--- src/tdpt_pkg.sv ---
// Shared widths and control types for the trial-division prime test core.
`timescale 1ns / 1ps
`default_nettype none

package tdpt_pkg;

    // Width of the candidate value, two's complement
    localparam int VALUE_WIDTH = 32;
    // Width of the reported divisor counter
    localparam int CNT_W = VALUE_WIDTH - 1;
    // Width of the running divisor square
    localparam int SQ_W = VALUE_WIDTH + 1;
    // Width of the bit counter in the remainder unit
    localparam int BIT_W = $clog2(VALUE_WIDTH);

    // Smallest trial divisor and its square
    localparam logic [VALUE_WIDTH-1:0] FIRST_DIVISOR = VALUE_WIDTH'(2);
    localparam logic [SQ_W-1:0]        FIRST_SQUARE  = SQ_W'(4);

    // Request from the sequencer to the remainder unit
    typedef struct packed {
        logic start;
    } div_ctrl_t;

    // Status from the remainder unit to the sequencer
    typedef struct packed {
        logic done;
        logic rem_zero;
    } div_stat_t;

endpackage

`default_nettype wire

--- src/tdpt_if.sv ---
// Valid/ready channel interfaces for candidates and results.
`timescale 1ns / 1ps
`default_nettype none

interface tdpt_cand_if;
    logic                                       valid;
    logic                                       ready;
    logic signed [tdpt_pkg::VALUE_WIDTH-1:0]    candidate;

    modport source (output valid, output candidate, input ready);
    modport sink   (input valid, input candidate, output ready);
endinterface

interface tdpt_res_if;
    logic                           valid;
    logic                           ready;
    logic                           no_divisor;
    logic [tdpt_pkg::CNT_W-1:0]     final_counter;

    modport source (output valid, output no_divisor, output final_counter, input ready);
    modport sink   (input valid, input no_divisor, input final_counter, output ready);
endinterface

`default_nettype wire

--- src/trial_division_prime_test_core.sv ---
// Top level: trial-division prime test sequencer with result register.
//
// Usage:
//   cand carries one signed candidate per beat; res returns one beat per
//   candidate with no_divisor and final_counter.
//   Candidates of 2 or less (negatives included) go from accept straight to
//   the finish state and then the result register. Otherwise divisors
//   d = 2, 3, ... are tried while d*d <= candidate; each trial is a check,
//   one bit-serial remainder step per dividend bit and a step to see the
//   remainder done. A prime near 2^31 needs about 46340 trials, a composite
//   stops at its smallest factor. The remainder unit is the one shared loop.
//   One candidate is worked on at a time; a new beat is taken as soon as
//   the sequencer is idle, which it is once the result loads, even while the
//   previous result waits in the output register.
//   When the receiver stalls, the result holds in the output register and a
//   finished search waits until that register frees.
//   Reset clears the sequencer to idle and drops any pending result; no
//   clearing pass is needed.
`timescale 1ns / 1ps
`default_nettype none

module trial_division_prime_test_core (
    input  wire logic   clk,
    input  wire logic   rst_n,
    tdpt_cand_if.sink   cand,
    tdpt_res_if.source  res
);

    typedef enum logic [1:0] {
        S_IDLE,
        S_CHECK,
        S_DIVIDE,
        S_FINISH
    } state_t;

    state_t                             state_reg;
    state_t                             state_next;
    logic [tdpt_pkg::VALUE_WIDTH-1:0]   cand_reg;
    logic [tdpt_pkg::VALUE_WIDTH-1:0]   cand_next;
    logic [tdpt_pkg::VALUE_WIDTH-1:0]   d_reg;
    logic [tdpt_pkg::VALUE_WIDTH-1:0]   d_next;
    logic [tdpt_pkg::SQ_W-1:0]          sq_reg;
    logic [tdpt_pkg::SQ_W-1:0]          sq_next;
    logic                               nodiv_reg;
    logic                               nodiv_next;
    logic [tdpt_pkg::CNT_W-1:0]         fcnt_reg;
    logic [tdpt_pkg::CNT_W-1:0]         fcnt_next;
    logic                               out_valid_reg;
    logic                               out_valid_next;
    logic                               out_nodiv_reg;
    logic                               out_nodiv_next;
    logic [tdpt_pkg::CNT_W-1:0]         out_cnt_reg;
    logic [tdpt_pkg::CNT_W-1:0]         out_cnt_next;

    logic [tdpt_pkg::VALUE_WIDTH-1:0]   cand_raw;
    logic                               in_beat;
    logic                               out_free;
    logic                               square_over;
    logic [tdpt_pkg::VALUE_WIDTH-1:0]   d_plus;
    tdpt_pkg::div_ctrl_t                div_ctrl;
    tdpt_pkg::div_stat_t                div_stat;

    assign cand_raw    = cand.candidate;
    assign cand.ready  = (state_reg == S_IDLE);
    assign in_beat     = cand.valid && cand.ready;
    assign out_free    = !out_valid_reg || res.ready;
    assign square_over = (sq_reg > {1'b0, cand_reg});
    assign d_plus      = d_reg + 1'b1;

    // Launch a trial division when the square still fits
    assign div_ctrl.start = (state_reg == S_CHECK) && !square_over;

    tdpt_rem u_rem (
        .clk      (clk),
        .rst_n    (rst_n),
        .ctrl     (div_ctrl),
        .dividend (cand_reg),
        .divisor  (d_reg),
        .stat     (div_stat)
    );

    // Sequence the divisor search
    always_comb
    begin
        state_next     = state_reg;
        cand_next      = cand_reg;
        d_next         = d_reg;
        sq_next        = sq_reg;
        nodiv_next     = nodiv_reg;
        fcnt_next      = fcnt_reg;
        out_valid_next = out_valid_reg;
        out_nodiv_next = out_nodiv_reg;
        out_cnt_next   = out_cnt_reg;

        // Drop the result once taken
        if (res.ready)
        begin
            out_valid_next = 1'b0;
        end

        case (state_reg)
            S_IDLE:
            begin
                if (in_beat)
                begin
                    cand_next = cand_raw;
                    d_next    = tdpt_pkg::FIRST_DIVISOR;
                    sq_next   = tdpt_pkg::FIRST_SQUARE;
                    if (cand_raw[tdpt_pkg::VALUE_WIDTH-1] ||
                        (cand_raw <= tdpt_pkg::FIRST_DIVISOR))
                    begin
                        nodiv_next = 1'b1;
                        fcnt_next  = tdpt_pkg::FIRST_DIVISOR[tdpt_pkg::CNT_W-1:0];
                        state_next = S_FINISH;
                    end
                    else
                    begin
                        state_next = S_CHECK;
                    end
                end
            end
            S_CHECK:
            begin
                if (square_over)
                begin
                    nodiv_next = 1'b1;
                    fcnt_next  = cand_reg[tdpt_pkg::CNT_W-1:0];
                    state_next = S_FINISH;
                end
                else
                begin
                    state_next = S_DIVIDE;
                end
            end
            S_DIVIDE:
            begin
                if (div_stat.done)
                begin
                    if (div_stat.rem_zero)
                    begin
                        nodiv_next = 1'b0;
                        fcnt_next  = d_plus[tdpt_pkg::CNT_W-1:0];
                        state_next = S_FINISH;
                    end
                    else
                    begin
                        d_next     = d_plus;
                        sq_next    = sq_reg + {d_reg, 1'b1};
                        state_next = S_CHECK;
                    end
                end
            end
            S_FINISH:
            begin
                if (out_free)
                begin
                    out_valid_next = 1'b1;
                    out_nodiv_next = nodiv_reg;
                    out_cnt_next   = fcnt_reg;
                    state_next     = S_IDLE;
                end
            end
            default:
            begin
                state_next = S_IDLE;
            end
        endcase
    end

    // Hold state and the result register
    always_ff @(posedge clk or negedge rst_n)
    begin
        if (!rst_n)
        begin
            state_reg     <= S_IDLE;
            out_valid_reg <= 1'b0;
        end
        else
        begin
            state_reg     <= state_next;
            out_valid_reg <= out_valid_next;
        end
    end

    always_ff @(posedge clk)
    begin
        cand_reg      <= cand_next;
        d_reg         <= d_next;
        sq_reg        <= sq_next;
        nodiv_reg     <= nodiv_next;
        fcnt_reg      <= fcnt_next;
        out_nodiv_reg <= out_nodiv_next;
        out_cnt_reg   <= out_cnt_next;
    end

    assign res.valid         = out_valid_reg;
    assign res.no_divisor    = out_nodiv_reg;
    assign res.final_counter = out_cnt_reg;

    // The remainder unit reports only during a trial
    a_done_in_divide: assert property (@(posedge clk) disable iff (!rst_n)
        div_stat.done |-> (state_reg == S_DIVIDE))
        else $error("remainder done outside divide state");

    // Negative candidates skip the search; small ones take the same path
    a_short_path: assert property (@(posedge clk) disable iff (!rst_n)
        (in_beat && cand_raw[tdpt_pkg::VALUE_WIDTH-1]) |=>
            (state_reg == S_FINISH) && nodiv_reg)
        else $error("negative candidate entered the search");

    // A found divisor reports at least three
    a_found_counter: assert property (@(posedge clk) disable iff (!rst_n)
        ((state_reg == S_FINISH) && !nodiv_reg) |->
            (fcnt_reg >= tdpt_pkg::CNT_W'(3)))
        else $error("found divisor counter below three");

    // A finished search loads the result register when it frees
    a_load_result: assert property (@(posedge clk) disable iff (!rst_n)
        ((state_reg == S_FINISH) && out_free) |=>
            res.valid && (res.no_divisor == $past(nodiv_reg)))
        else $error("result not loaded from finished search");

endmodule

`default_nettype wire

--- src/tdpt_rem.sv ---
// Bit-serial restoring remainder unit: one dividend bit per cycle.
`timescale 1ns / 1ps
`default_nettype none

module tdpt_rem (
    input  wire logic                               clk,
    input  wire logic                               rst_n,
    input  wire tdpt_pkg::div_ctrl_t                ctrl,
    input  wire logic [tdpt_pkg::VALUE_WIDTH-1:0]   dividend,
    input  wire logic [tdpt_pkg::VALUE_WIDTH-1:0]   divisor,
    output tdpt_pkg::div_stat_t                     stat
);

    logic [tdpt_pkg::VALUE_WIDTH-1:0] dvd_reg;
    logic [tdpt_pkg::VALUE_WIDTH-1:0] dvd_next;
    logic [tdpt_pkg::VALUE_WIDTH-1:0] rem_reg;
    logic [tdpt_pkg::VALUE_WIDTH-1:0] rem_next;
    logic [tdpt_pkg::BIT_W-1:0]       cnt_reg;
    logic [tdpt_pkg::BIT_W-1:0]       cnt_next;
    logic                             busy_reg;
    logic                             busy_next;
    logic                             done_reg;
    logic                             done_next;
    logic                             zero_reg;
    logic                             zero_next;
    logic [tdpt_pkg::VALUE_WIDTH-1:0] trial;
    logic                             last_bit;

    // Shift the next dividend bit into the partial remainder
    assign trial    = {rem_reg[tdpt_pkg::VALUE_WIDTH-2:0], dvd_reg[tdpt_pkg::VALUE_WIDTH-1]};
    assign last_bit = (cnt_reg == tdpt_pkg::BIT_W'(tdpt_pkg::VALUE_WIDTH - 1));

    // Step the restoring division
    always_comb
    begin
        dvd_next  = dvd_reg;
        rem_next  = rem_reg;
        cnt_next  = cnt_reg;
        busy_next = busy_reg;
        done_next = 1'b0;
        zero_next = zero_reg;
        if (ctrl.start)
        begin
            dvd_next  = dividend;
            rem_next  = '0;
            cnt_next  = '0;
            busy_next = 1'b1;
        end
        else if (busy_reg)
        begin
            dvd_next = {dvd_reg[tdpt_pkg::VALUE_WIDTH-2:0], 1'b0};
            rem_next = (trial >= divisor) ? (trial - divisor) : trial;
            cnt_next = cnt_reg + 1'b1;
            if (last_bit)
            begin
                busy_next = 1'b0;
                done_next = 1'b1;
                zero_next = (rem_next == '0);
            end
        end
    end

    // Hold control state under reset, datapath free-running
    always_ff @(posedge clk or negedge rst_n)
    begin
        if (!rst_n)
        begin
            busy_reg <= 1'b0;
            done_reg <= 1'b0;
            cnt_reg  <= '0;
        end
        else
        begin
            busy_reg <= busy_next;
            done_reg <= done_next;
            cnt_reg  <= cnt_next;
        end
    end

    always_ff @(posedge clk)
    begin
        dvd_reg  <= dvd_next;
        rem_reg  <= rem_next;
        zero_reg <= zero_next;
    end

    assign stat.done     = done_reg;
    assign stat.rem_zero = zero_reg;

endmodule

`default_nettype wire
--- src/flat_wrapper.sv ---
// flat-port wrapper written by rule: the top's interface ports become plain ports
module trial_division_prime_test_core_flat 
  (clk, rst_n, cand_valid, cand_candidate, cand_ready, res_valid, res_no_divisor, res_final_counter, res_ready);
  tdpt_cand_if cand_i ();
  tdpt_res_if res_i ();
  input  wire logic clk;
  input  wire logic rst_n;
  input wire logic [$bits(cand_i.valid)-1:0] cand_valid;
  input wire logic [$bits(cand_i.candidate)-1:0] cand_candidate;
  output wire logic [$bits(cand_i.ready)-1:0] cand_ready;
  output wire logic [$bits(res_i.valid)-1:0] res_valid;
  output wire logic [$bits(res_i.no_divisor)-1:0] res_no_divisor;
  output wire logic [$bits(res_i.final_counter)-1:0] res_final_counter;
  input wire logic [$bits(res_i.ready)-1:0] res_ready;
  assign cand_i.valid = cand_valid;
  assign cand_i.candidate = cand_candidate;
  assign cand_ready = cand_i.ready;
  assign res_valid = res_i.valid;
  assign res_no_divisor = res_i.no_divisor;
  assign res_final_counter = res_i.final_counter;
  assign res_i.ready = res_ready;
  trial_division_prime_test_core u_core (.clk(clk), .rst_n(rst_n), .cand(cand_i), .res(res_i));
endmodule
--- config.mk ---
export PLATFORM = sky130hd
export DESIGN_NAME = trial_division_prime_test_core_flat
export DESIGN_NICKNAME = d
export VERILOG_FILES = /design/src/tdpt_pkg.sv /design/src/tdpt_if.sv /design/src/trial_division_prime_test_core.sv /design/src/tdpt_rem.sv /design/src/flat_wrapper.sv
export SDC_FILE = /design/constraint.sdc
export NUM_CORES = 1
export LEC_CHECK = 0
export BUFFER_PORTS_ARGS = -buffer_cell sky130_fd_sc_hd__buf_2
export CAP_MARGIN = 20
export CORE_ASPECT_RATIO = 2
export CORE_MARGIN = 10
export CORE_UTILIZATION = 53
export CTS_CLUSTER_SIZE = 40
export DETAILED_ROUTE_END_ITERATION = 8
export GPL_TIMING_DRIVEN = 1
export MAX_ROUTING_LAYER = met4
export PLACE_DENSITY = 0.7
export SYNTH_ARGS = -nofsm -noshare
export SYNTH_HDL_FRONTEND = slang
export SYNTH_SLANG_ARGS = --single-unit
--- constraint.sdc ---
create_clock -name clk -period 8.1 [get_ports clk]
set_input_delay 1.215 -clock clk [delete_from_list [all_inputs] [get_ports clk]]
set_output_delay 1.215 -clock clk [all_outputs]
set_load 0.005 [all_outputs]
==> flow_summary.ini, run 1 <==
[outcome]
status = finished, final reports clean

[global_routing]
grt_max_degree = 65
grt_overflow = 0
antenna_found_initial = 0
grt_pass1_wl_microns = 60700
grt_pass1_vias = 11100
track_usage = 0.235

[setup_path]
path_max_fanout = 53
r2r_cells = 13
crit_path_start_kind = flop
r2r-end = u_core.fcnt_reg[7]
cp-end-kind = flop
r2r_start = u_core.sq_reg[7]
crit_type = flop to flop
arrival_ns = 4.64
ff2ff_setup_slack_ns = 3.68
required_ns = 8.32

[yosys]
synth-seq-cells = 235
yosysSeqAreaShare = 0.479
synthFlopType = edfxtp_1
mappedNetlistArea_sq_um = 14000
synth_cells = 1353
yosys.area.top_type = edfxtp_1
ys_types = 79
synth_area_leaders = edfxtp_1, ha_1, dfxtp_1
yosysWarnings = 0
synth_fp_nets = 1493
synth_edf_count = 194
async_flop_share = 0.0426
yosysTopAreaCellShare = 0.416
syn_avg_cell_area_sq_um = 10.3

[floorplanning]
rows = 84
start_util = 0.535
fp.dieH_microns = 250
dieWidth_microns = 135
core_sq_um = 26200
io_pins = 70
dieArea_sq_um = 33700

[min_path]
hold_end = u_core.res.final_counter[28]
min_path_type = flop to flop
min-delay-start = u_core.fcnt_reg[28]
hold_depth = 0

[cells_and_area]
final_nets = 1550
largest_reg_flops = 33
synthToLayoutAreaGrowth_pct = 9.85
antenna_cells = 0
drive_gt1_frac = 0.119

[cts]
cts.sinks = 235
clock_path_buffers = 3
post_cts_buffers = 0
ctsResizeCount = 0
tritoncts = yes
root_buffer = clkbuf_16
insertion_delay_ns = 0.52
h-tree-depth = 1
numCtsBuffers = 22
path_clk_slew_ns = 0.07
ctsHoldBuffers = 0

[drt]
drtIter0Drc = 759
wirelength_microns = 39500
detail_route.wl_per_cell_microns = 22.4
first_pass_iters = 4
drc = 0
drtAntennaViolNets = 0
dr_total_vias = 10900
avgViaCountPerCell = 6.14

[placed_design]
io_buffers = 69
place_congestion = 0.974
dpl.hpwl_microns = 30500

[timing]
rsz0062_at_grt = false
fin_setup_tns_ns = 0
hold_violations = 0
skew_ns = 0.0279
maxSlewViolCount = 0
finalSetupViolCount = 0
fmax_ghz = 0.226
slew_headroom = 0.367
fin_crit_sh = 0.546
tightest_slew_ns = 0.949
layout_min_cycle_time_ns = 4.42

[job]
max-cap-violations = 0
==> placed cells by master (no fill, tap or decap), drive strengths merged, types with 9 or more instances in the layout <==
cell,instances
xor2,17
nand2b,10
and3,21
buf,78
o31ai,9
inv,95
a21oi,97
nand3,38
a211oi,28
o211ai,11
a311oi,16
mux2,31
nand2,80
a31oi,16
mux2i,11
o21a,14
a21o,34
or3,12
dfxtp,31
nor4,19
clkbuf,30
ha,102
and2,10
nor2,135
o21ai,48
dfrtp,10
nor3,30
nor2b,41
xnor2,49
edfxtp,194
nand4,25
==> area by class of cell <==
type                    instances  area (sq um)
fillers                      2208         10800
multi-input cells             977          6760
flip-flops and latches        235          6700
clock buffers                  30           603
well taps                     344           430
repair buffers                 78           413
inverters                      96           360
clock inverters                 7           101
==> critical path, cell delays in order, from the launching register on <==
cell and delay (ns):
edfxtp_1 0.43, ha_1 0.36, a41o_1 0.25, a21oi_1 0.12
o221ai_1 0.19, a31oi_1 0.21, o221ai_1 0.20, a221oi_1 0.34
o211ai_1 0.13, o31ai_1 0.21, and2_2 0.61, buf_4 0.60
nor4b_2 0.12, buf_4 0.29
==> metrics by stage <==
stage                     instances  setup WS (ns)  cell area (sq um)  utilization  hold slack, ns
after floorplan                1353           2.06              14000            -           0.400
after global placement         1730           3.85              14700        0.560           0.401
after detailed placement       1730           3.73              14700        0.560           0.405
after CTS                      1767           3.72              15400        0.587           0.417
after global routing           1767           3.45              15400        0.587           0.423
final                          1767           3.68              15400        0.587           0.407
==> how the worst max path moves through the flow <==
| stage | slack (ns) | cells past startpoint | start | end |
|---|---|---|---|---|
| 5_1_grt | 3.45 | 14 | u_core.cand_reg[7] | u_core.fcnt_reg[2] |
| 3_5_place_dp | 3.73 | 13 | u_core.sq_reg[7] | u_core.fcnt_reg[7] |
| 6_report | 3.68 | 13 | u_core.sq_reg[7] | u_core.fcnt_reg[7] |
| 3_3_place_gp | 3.85 | 13 | u_core.sq_reg[7] | u_core.fcnt_reg[4] |
| 4_1_cts | 3.72 | 13 | u_core.sq_reg[7] | u_core.fcnt_reg[12] |
| 2_1_floorplan | 2.06 | 13 | u_core.sq_reg[7] | u_core.fcnt_reg[0] |
==> logic make-up (layout without fill, tap and decap cells) <==
kind of cell	count (synthesis)	in the layout	share of synthesized area
buffers and inverters	141	211	0.0390
DFF	235	235	0.479
and+or+nand+nor	442	442	0.156
xor gates and xnor gates	66	66	0.0413
adders and majority gates	104	104	0.0941
AOI/OAI and AO/OA	323	323	0.158
muxes	42	42	0.0328
==> layer usage <==
layer	GRT usage	part of all wire	vias up
li1	-	-	5130
met1	0.229	0.35	5292
met2	0.433	0.55	315
met3	0.0211	0.032	120
met4	0.145	0.071	0
met5	-	0	-
==> Yosys cell counts, types with 30 or more instances <==
| cell | n |
|---|---|
| a21o_1 | 34 |
| a21oi_1 | 94 |
| dfxtp_1 | 31 |
| edfxtp_1 | 194 |
| ha_1 | 102 |
| inv_1 | 95 |
| mux2_2 | 31 |
| nand2_1 | 80 |
| nand3_1 | 38 |
| nor2_1 | 135 |
| nor2b_1 | 41 |
| nor3_1 | 30 |
| o21ai_0 | 43 |
| xnor2_1 | 49 |
Power of run 1 is left out: the tool's default activity adds up to more than one toggle a clock period on the data nets, which glitch-free logic cannot reach.
==> run 2: changes to the inputs <==
ABC_AREA = 1   (was default)
PLACE_DENSITY = 0.73   (was 0.7)
clock period = 3.6 ns   (was 8.1 ns; I/O delays follow)
==> flow_summary.ini, run 2 <==
[floorplanning]
rows = 87
io_pins = 70
core_sq_um = 28100
dieArea_sq_um = 35800
dieWidth_microns = 139
fp.dieH_microns = 258
start_util = 0.533

[cells_and_area]
final_common_cell = nand2_1
antenna_cells = 0
largest_reg_flops = 33
final.fill_count = 2588
final_cell_mix = nand2_1, inv_1, edfxtp_1, nor2_1, a21oi_1
finalInstanceArea_sq_um = 16700
multi_input_area_sq_um = 7010
synthToLayoutAreaGrowth_pct = 11.2
layout.area.seq_sq_um = 6700
utilization = 0.593
drive_gt1_frac = 0.0896
final_nets = 2145

[drt]
drtAntennaViolNets = 0
wirelength_microns = 50100
drc = 0
dr_total_vias = 13500
detail_route.wl_per_cell_microns = 21.1
first_pass_iters = 6
drtIter0Drc = 1301
avgViaCountPerCell = 5.70

[yosys]
yosys.area.top_type = edfxtp_1
synth_area_leaders = edfxtp_1, nand2_1, ha_1
yosysTopAreaCellShare = 0.389
syn_avg_cell_area_sq_um = 7.82
synth-seq-cells = 235
yosysSeqAreaShare = 0.447
async_flop_share = 0.0426
ys_types = 51
ys_top_cells_by_count = nand2_1, inv_1, edfxtp_1
mappedNetlistArea_sq_um = 15000
synth_edf_count = 194
synth_fp_nets = 2054
synth.most_common_cell = nand2_1
yosysWarnings = 0
synthFlopType = edfxtp_1
synth_cells = 1914

[job]
max-cap-violations = 0

[global_routing]
track_usage = 0.279
antenna_found_initial = 0
grt_overflow = 0
grt_pass1_wl_microns = 75800
grt_max_degree = 48
grt_pass1_vias = 13800

[timing]
rsz0062_at_grt = false
slew_headroom = 0.486
fin_crit_sh = 0.908
skew_ns = 0.0114
fmax_ghz = 0.306
hold_violations = 0
finalSetupViolCount = 0
tightest_slew_ns = 0.763
fin_setup_tns_ns = 0
maxSlewViolCount = 0
hold_slack_ns = 0.213
layout_min_cycle_time_ns = 3.27

[cts]
tritoncts = yes
cts.sinks = 235
root_buffer = clkbuf_16
numCtsBuffers = 21
path_clk_slew_ns = 0.07
clock_path_buffers = 3
post_cts_buffers = 0
h-tree-depth = 1
insertion_delay_ns = 0.51

[setup_path]
cp-end-kind = flop
cp_slowest_cell = edfxtp_1
crit_path_max_incr_delay_ns = 0.44
crit_start = u_core.d_reg[29]
arrival_ns = 3.64
crit_type = flop to flop
path_delay_family = simple AND/OR/NAND/NOR gates
path_max_fanout = 19
path_buf_inv = 2
r2r_start = u_core.d_reg[29]
required_ns = 3.97
worstPathCellList = inv_1 > ha_1 > nand2_1 > nor2_1 > nand2_1 > nor3_2 > nand2_4 > nand2_4 > inv_4 > nand2_1 > nand2_1 > nor2_1 > nand2_1 > nor2_1 > nand2_1 > nor2_1
crit_path_start_kind = flop
cp_common_cell = nand2_1

[min_path]
min_path_type = input port to flop
min-delay-start = cand_candidate[14]

[placed_design]
io_buffers = 69
place_congestion = 1.09
dpl.hpwl_microns = 40400
post_dp_cell_area_sq_um = 15900

[power_and_ir_drop]
peakVddDrop_uv = 432
leakage_nw = 7.86
p_total_mw = 5.43
power.density_nw_per_um2 = 326

[outcome]
status = finished, final reports clean
==> run 2: cell types whose count changed after synthesis, moves of 12 or more <==
cell	change
inv_1	+193
or3_1	-12
a21oi_1	+54
xnor2_1	-47
nand3_1	+48
a211oi_1	-20
nor2_1	+25
o21ai_0	+53
nor2b_1	-41
nand2_1	+486
and3_1	-16
mux2_2	-31
a311oi_1	-16
a21o_1	-27
==> run 2: final timing paths <==
check	endpoint	slack (ns)	cells after the start
setup / recovery	u_core.u_rem.zero_reg	0.33	16
hold / removal	u_core.cand_reg[14]	0.21	1
setup reg to reg	u_core.u_rem.zero_reg	0.33	16
hold reg to reg	u_core.res.final_counter[23]	0.42	0
max in group asynchronous	u_core.u_rem.cnt_reg[0]	2.90	2
min in group asynchronous	u_core.u_rem.cnt_reg[1]	0.45	2
==> run 2: cells by family after synthesis <==
kind of cell	Yosys count	synth area share
buffers and inverters	336	0.0870
DFF	235	0.447
AOI/OAI and AO/OA	302	0.111
and+or+nand+nor	918	0.256
adders and majority gates	104	0.0879
xor gates and xnor gates	19	0.0111
==> run 2: report_power, final <==
group          internal, mW         switching [mW]  total (mW)
Combinational        0.0170                 0.0254      0.0424
Sequential             2.90  0.0000000000000000994        2.90
Clock                  1.41                   1.07        2.49
Total                  4.34                   1.10        5.43
==> run 2: per-stage QoR <==
step	worst slack, ns	cells
6_report	0.331	2375
5_1_grt	0.0723	2375
3_5_place_dp	0.461	2336
4_1_cts	0.449	2374
3_3_place_gp	0.478	2336
2_1_floorplan	0.177	1914
==> run 2: per-layer routing <==
metal / GRT usage / vias up / wire, microns
met5: - / - / 0
met4: 0.213 / 0 / 4480
met3: 0.0213 / 187 / 2090
met2: 0.514 / 530 / 26800
met1: 0.261 / 6347 / 16700
li1: - / 6481 / -
==> run 2: area by class of cell <==
cell class	count	area share
Sequential cell	235	0.402
Tap cell	356	0.0267
Clock inverter	14	0.0116
Multi-Input combinational cell	1343	0.421
Clock buffer	23	0.0332
Timing Repair Buffer	105	0.0383
Inverter	299	0.0675
==> run 2: worst register-to-register path, cell delays in order, from the launching register on <==
cell,delay (ns)
edfxtp_1,0.44
inv_1,0.16
ha_1,0.38
nand2_1,0.11
nor2_1,0.32
nand2_1,0.15
nor3_2,0.26
nand2_4,0.14
nand2_4,0.24
inv_4,0.16
nand2_1,0.09
nand2_1,0.11
nor2_1,0.14
nand2_1,0.06
nor2_1,0.14
nand2_1,0.12
nor2_1,0.11
==> run 2: what timing repair did <==
item / CTS / global route
hold buffers: 1 / 0
resized for setup: 0 / 0
endpoints found under the hold margin: 10 / 0
Note: power is estimated with default switching activity, not from simulation.
==> run 3: changes to the inputs <==
CORE_UTILIZATION = 25   (was 53)
PLACE_DENSITY = 0.41   (was 0.73)
==> flow_summary.ini, run 3 (synthesized netlist as in run 2, its figures left out) <==
[timing]
fin_setup_tns_ns = 0
skew_ns = 0.0150
tightest_slew_ns = 0.878
layout_min_cycle_time_ns = 3.33
hold_slack_ns = 0.195
fmax_ghz = 0.301
finalSetupViolCount = 0
worst_slack_ns = 0.273
slew_headroom = 0.407
maxSlewViolCount = 0
rsz0062_at_grt = false
hold_violations = 0
fin_crit_sh = 0.924

[cts]
path_clk_slew_ns = 0.07
root_buffer = clkbuf_16
numCtsBuffers = 23
h-tree-depth = 1
ctsHoldBuffers = 1
ctsResizeCount = 0
tritoncts = yes
clock_path_buffers = 3
insertion_delay_ns = 0.54
post_cts_buffers = 0
cts.sinks = 235

[drt]
avgViaCountPerCell = 4.65
first_pass_iters = 5
dr_total_vias = 13100
drtIter0Drc = 920
drtAntennaViolNets = 0
detail_route.wl_per_cell_microns = 20.8
wirelength_microns = 58600
drc = 0

[floorplanning]
rows = 126
core_sq_um = 59100
dieWidth_microns = 193
fp.dieH_microns = 366
io_pins = 70
start_util = 0.253
dieArea_sq_um = 70700

[setup_path]
cp-end-kind = flop
crit_path_start_kind = flop
crit_start = u_core.d_reg[5]
r2r-end = u_core.u_rem.zero_reg
r2r_cells = 19
ff2ff_setup_slack_ns = 0.27
path_max_fanout = 14
r2r_start = u_core.d_reg[5]
crit_type = flop to flop
required_ns = 4.00
arrival_ns = 3.72

[global_routing]
grt_max_degree = 47
antenna_found_initial = 0
grt_overflow = 0
grt_pass1_vias = 13900
grt_pass1_wl_microns = 85700
track_usage = 0.168

[cells_and_area]
synthToLayoutAreaGrowth_pct = 17.3
final_nets = 2176
antenna_cells = 0
finalInstanceArea_sq_um = 17600
final_common_cell = nand2_1
final.fill_count = 6403
drive_gt1_frac = 0.103
final_cell_mix = nand2_1, inv_1, edfxtp_1, nor2_1, a21oi_1
utilization = 0.297
largest_reg_flops = 33

[placed_design]
place_congestion = 0.953
io_buffers = 69
post-place-ws_ns = 0.280
dpl.hpwl_microns = 49300
post_dp_cell_area_sq_um = 16700

[min_path]
hold_depth = 1
hold_end = u_core.cand_reg[20]
min_path_type = input port to flop
min-delay-start = cand_candidate[20]

[outcome]
status = finished, final reports clean

[power_and_ir_drop]
leakage_nw = 8.09
peakVddDrop_uv = 222
power.density_nw_per_um2 = 332

[job]
max-cap-violations = 0
[run 3: cell types whose count changed in the layout (fill, tap and decap cells not counted), sizes merged]
| cell | before | now |
|---|---|---|
| clkbuf | 23 | 25 |
| inv | 300 | 298 |
| clkinv | 4 | 6 |
| bufinv | 4 | 8 |
| buf | 104 | 133 |
| clkinvlp | 5 | 3 |
[run 3: layout make-up]
class / instances / area (sq um) / area share
clock buffer: 25 / 583 / 0.0332
sequential: 235 / 6700 / 0.381
clock inverter: 16 / 289 / 0.0165
multi-input combinational: 1343 / 7010 / 0.399
inverter: 299 / 1120 / 0.0640
tap: 768 / 961 / 0.0547
timing repair buffer: 134 / 898 / 0.0512
[run 3: worst max-delay path by stage]
stage                          endpoint  slack, ns  cells past startpoint
6_report          u_core.u_rem.zero_reg       0.27                     19
5_1_grt           u_core.u_rem.zero_reg       0.15                     17
4_1_cts        u_core.u_rem.dvd_reg[31]       0.27                     14
3_5_place_dp      u_core.u_rem.zero_reg       0.28                     17
3_3_place_gp      u_core.u_rem.zero_reg       0.29                     17
2_1_floorplan           u_core.d_reg[0]       0.18                      6
[run 3: layer usage]
| metal | share of wire | global-route usage | wire length (microns) | up-vias |
|---|---|---|---|---|
| li1 | - | - | - | 6561 |
| met1 | 0.34 | 0.151 | 19800 | 6139 |
| met2 | 0.58 | 0.329 | 33700 | 271 |
| met3 | 0.021 | 0.00914 | 1210 | 137 |
| met4 | 0.066 | 0.101 | 3890 | 0 |
| met5 | 0 | - | 0 | - |
[run 3: worst max-delay path, cell delays in order (launching register included)]
cell,delay (ns)
edfxtp_1,0.45
inv_1,0.12
ha_1,0.37
nand2_1,0.13
nor2_2,0.27
nand3b_1,0.11
nand2_1,0.16
nand2_1,0.11
nand3_2,0.10
nand2_4,0.06
nand2_4,0.13
inv_4,0.11
buf_12,0.15
nand2_1,0.05
nand2_1,0.15
nor2_1,0.14
nand2_1,0.07
nor2_1,0.15
nand2_1,0.21
nor2_1,0.15
[run 3: per-stage QoR]
| stage | cells | power [mW] |
|---|---|---|
| 6_report | 2820 | 5.83 |
| 3_3_place_gp | 2778 | 3.01 |
| 3_5_place_dp | 2778 | 3.01 |
| 4_1_cts | 2820 | 5.91 |
| 5_1_grt | 2820 | 5.99 |
| 2_1_floorplan | 1914 | 2.97 |
[run 3: where the power goes]
| part | switching [mW] | internal [mW] | leakage [nW] |
|---|---|---|---|
| logic | 0.0302 | 0.0171 | 5.66 |
| clock network | 1.13 | 1.75 | 0.414 |
| registers | 0.0000000000000000900 | 2.90 | 2.01 |
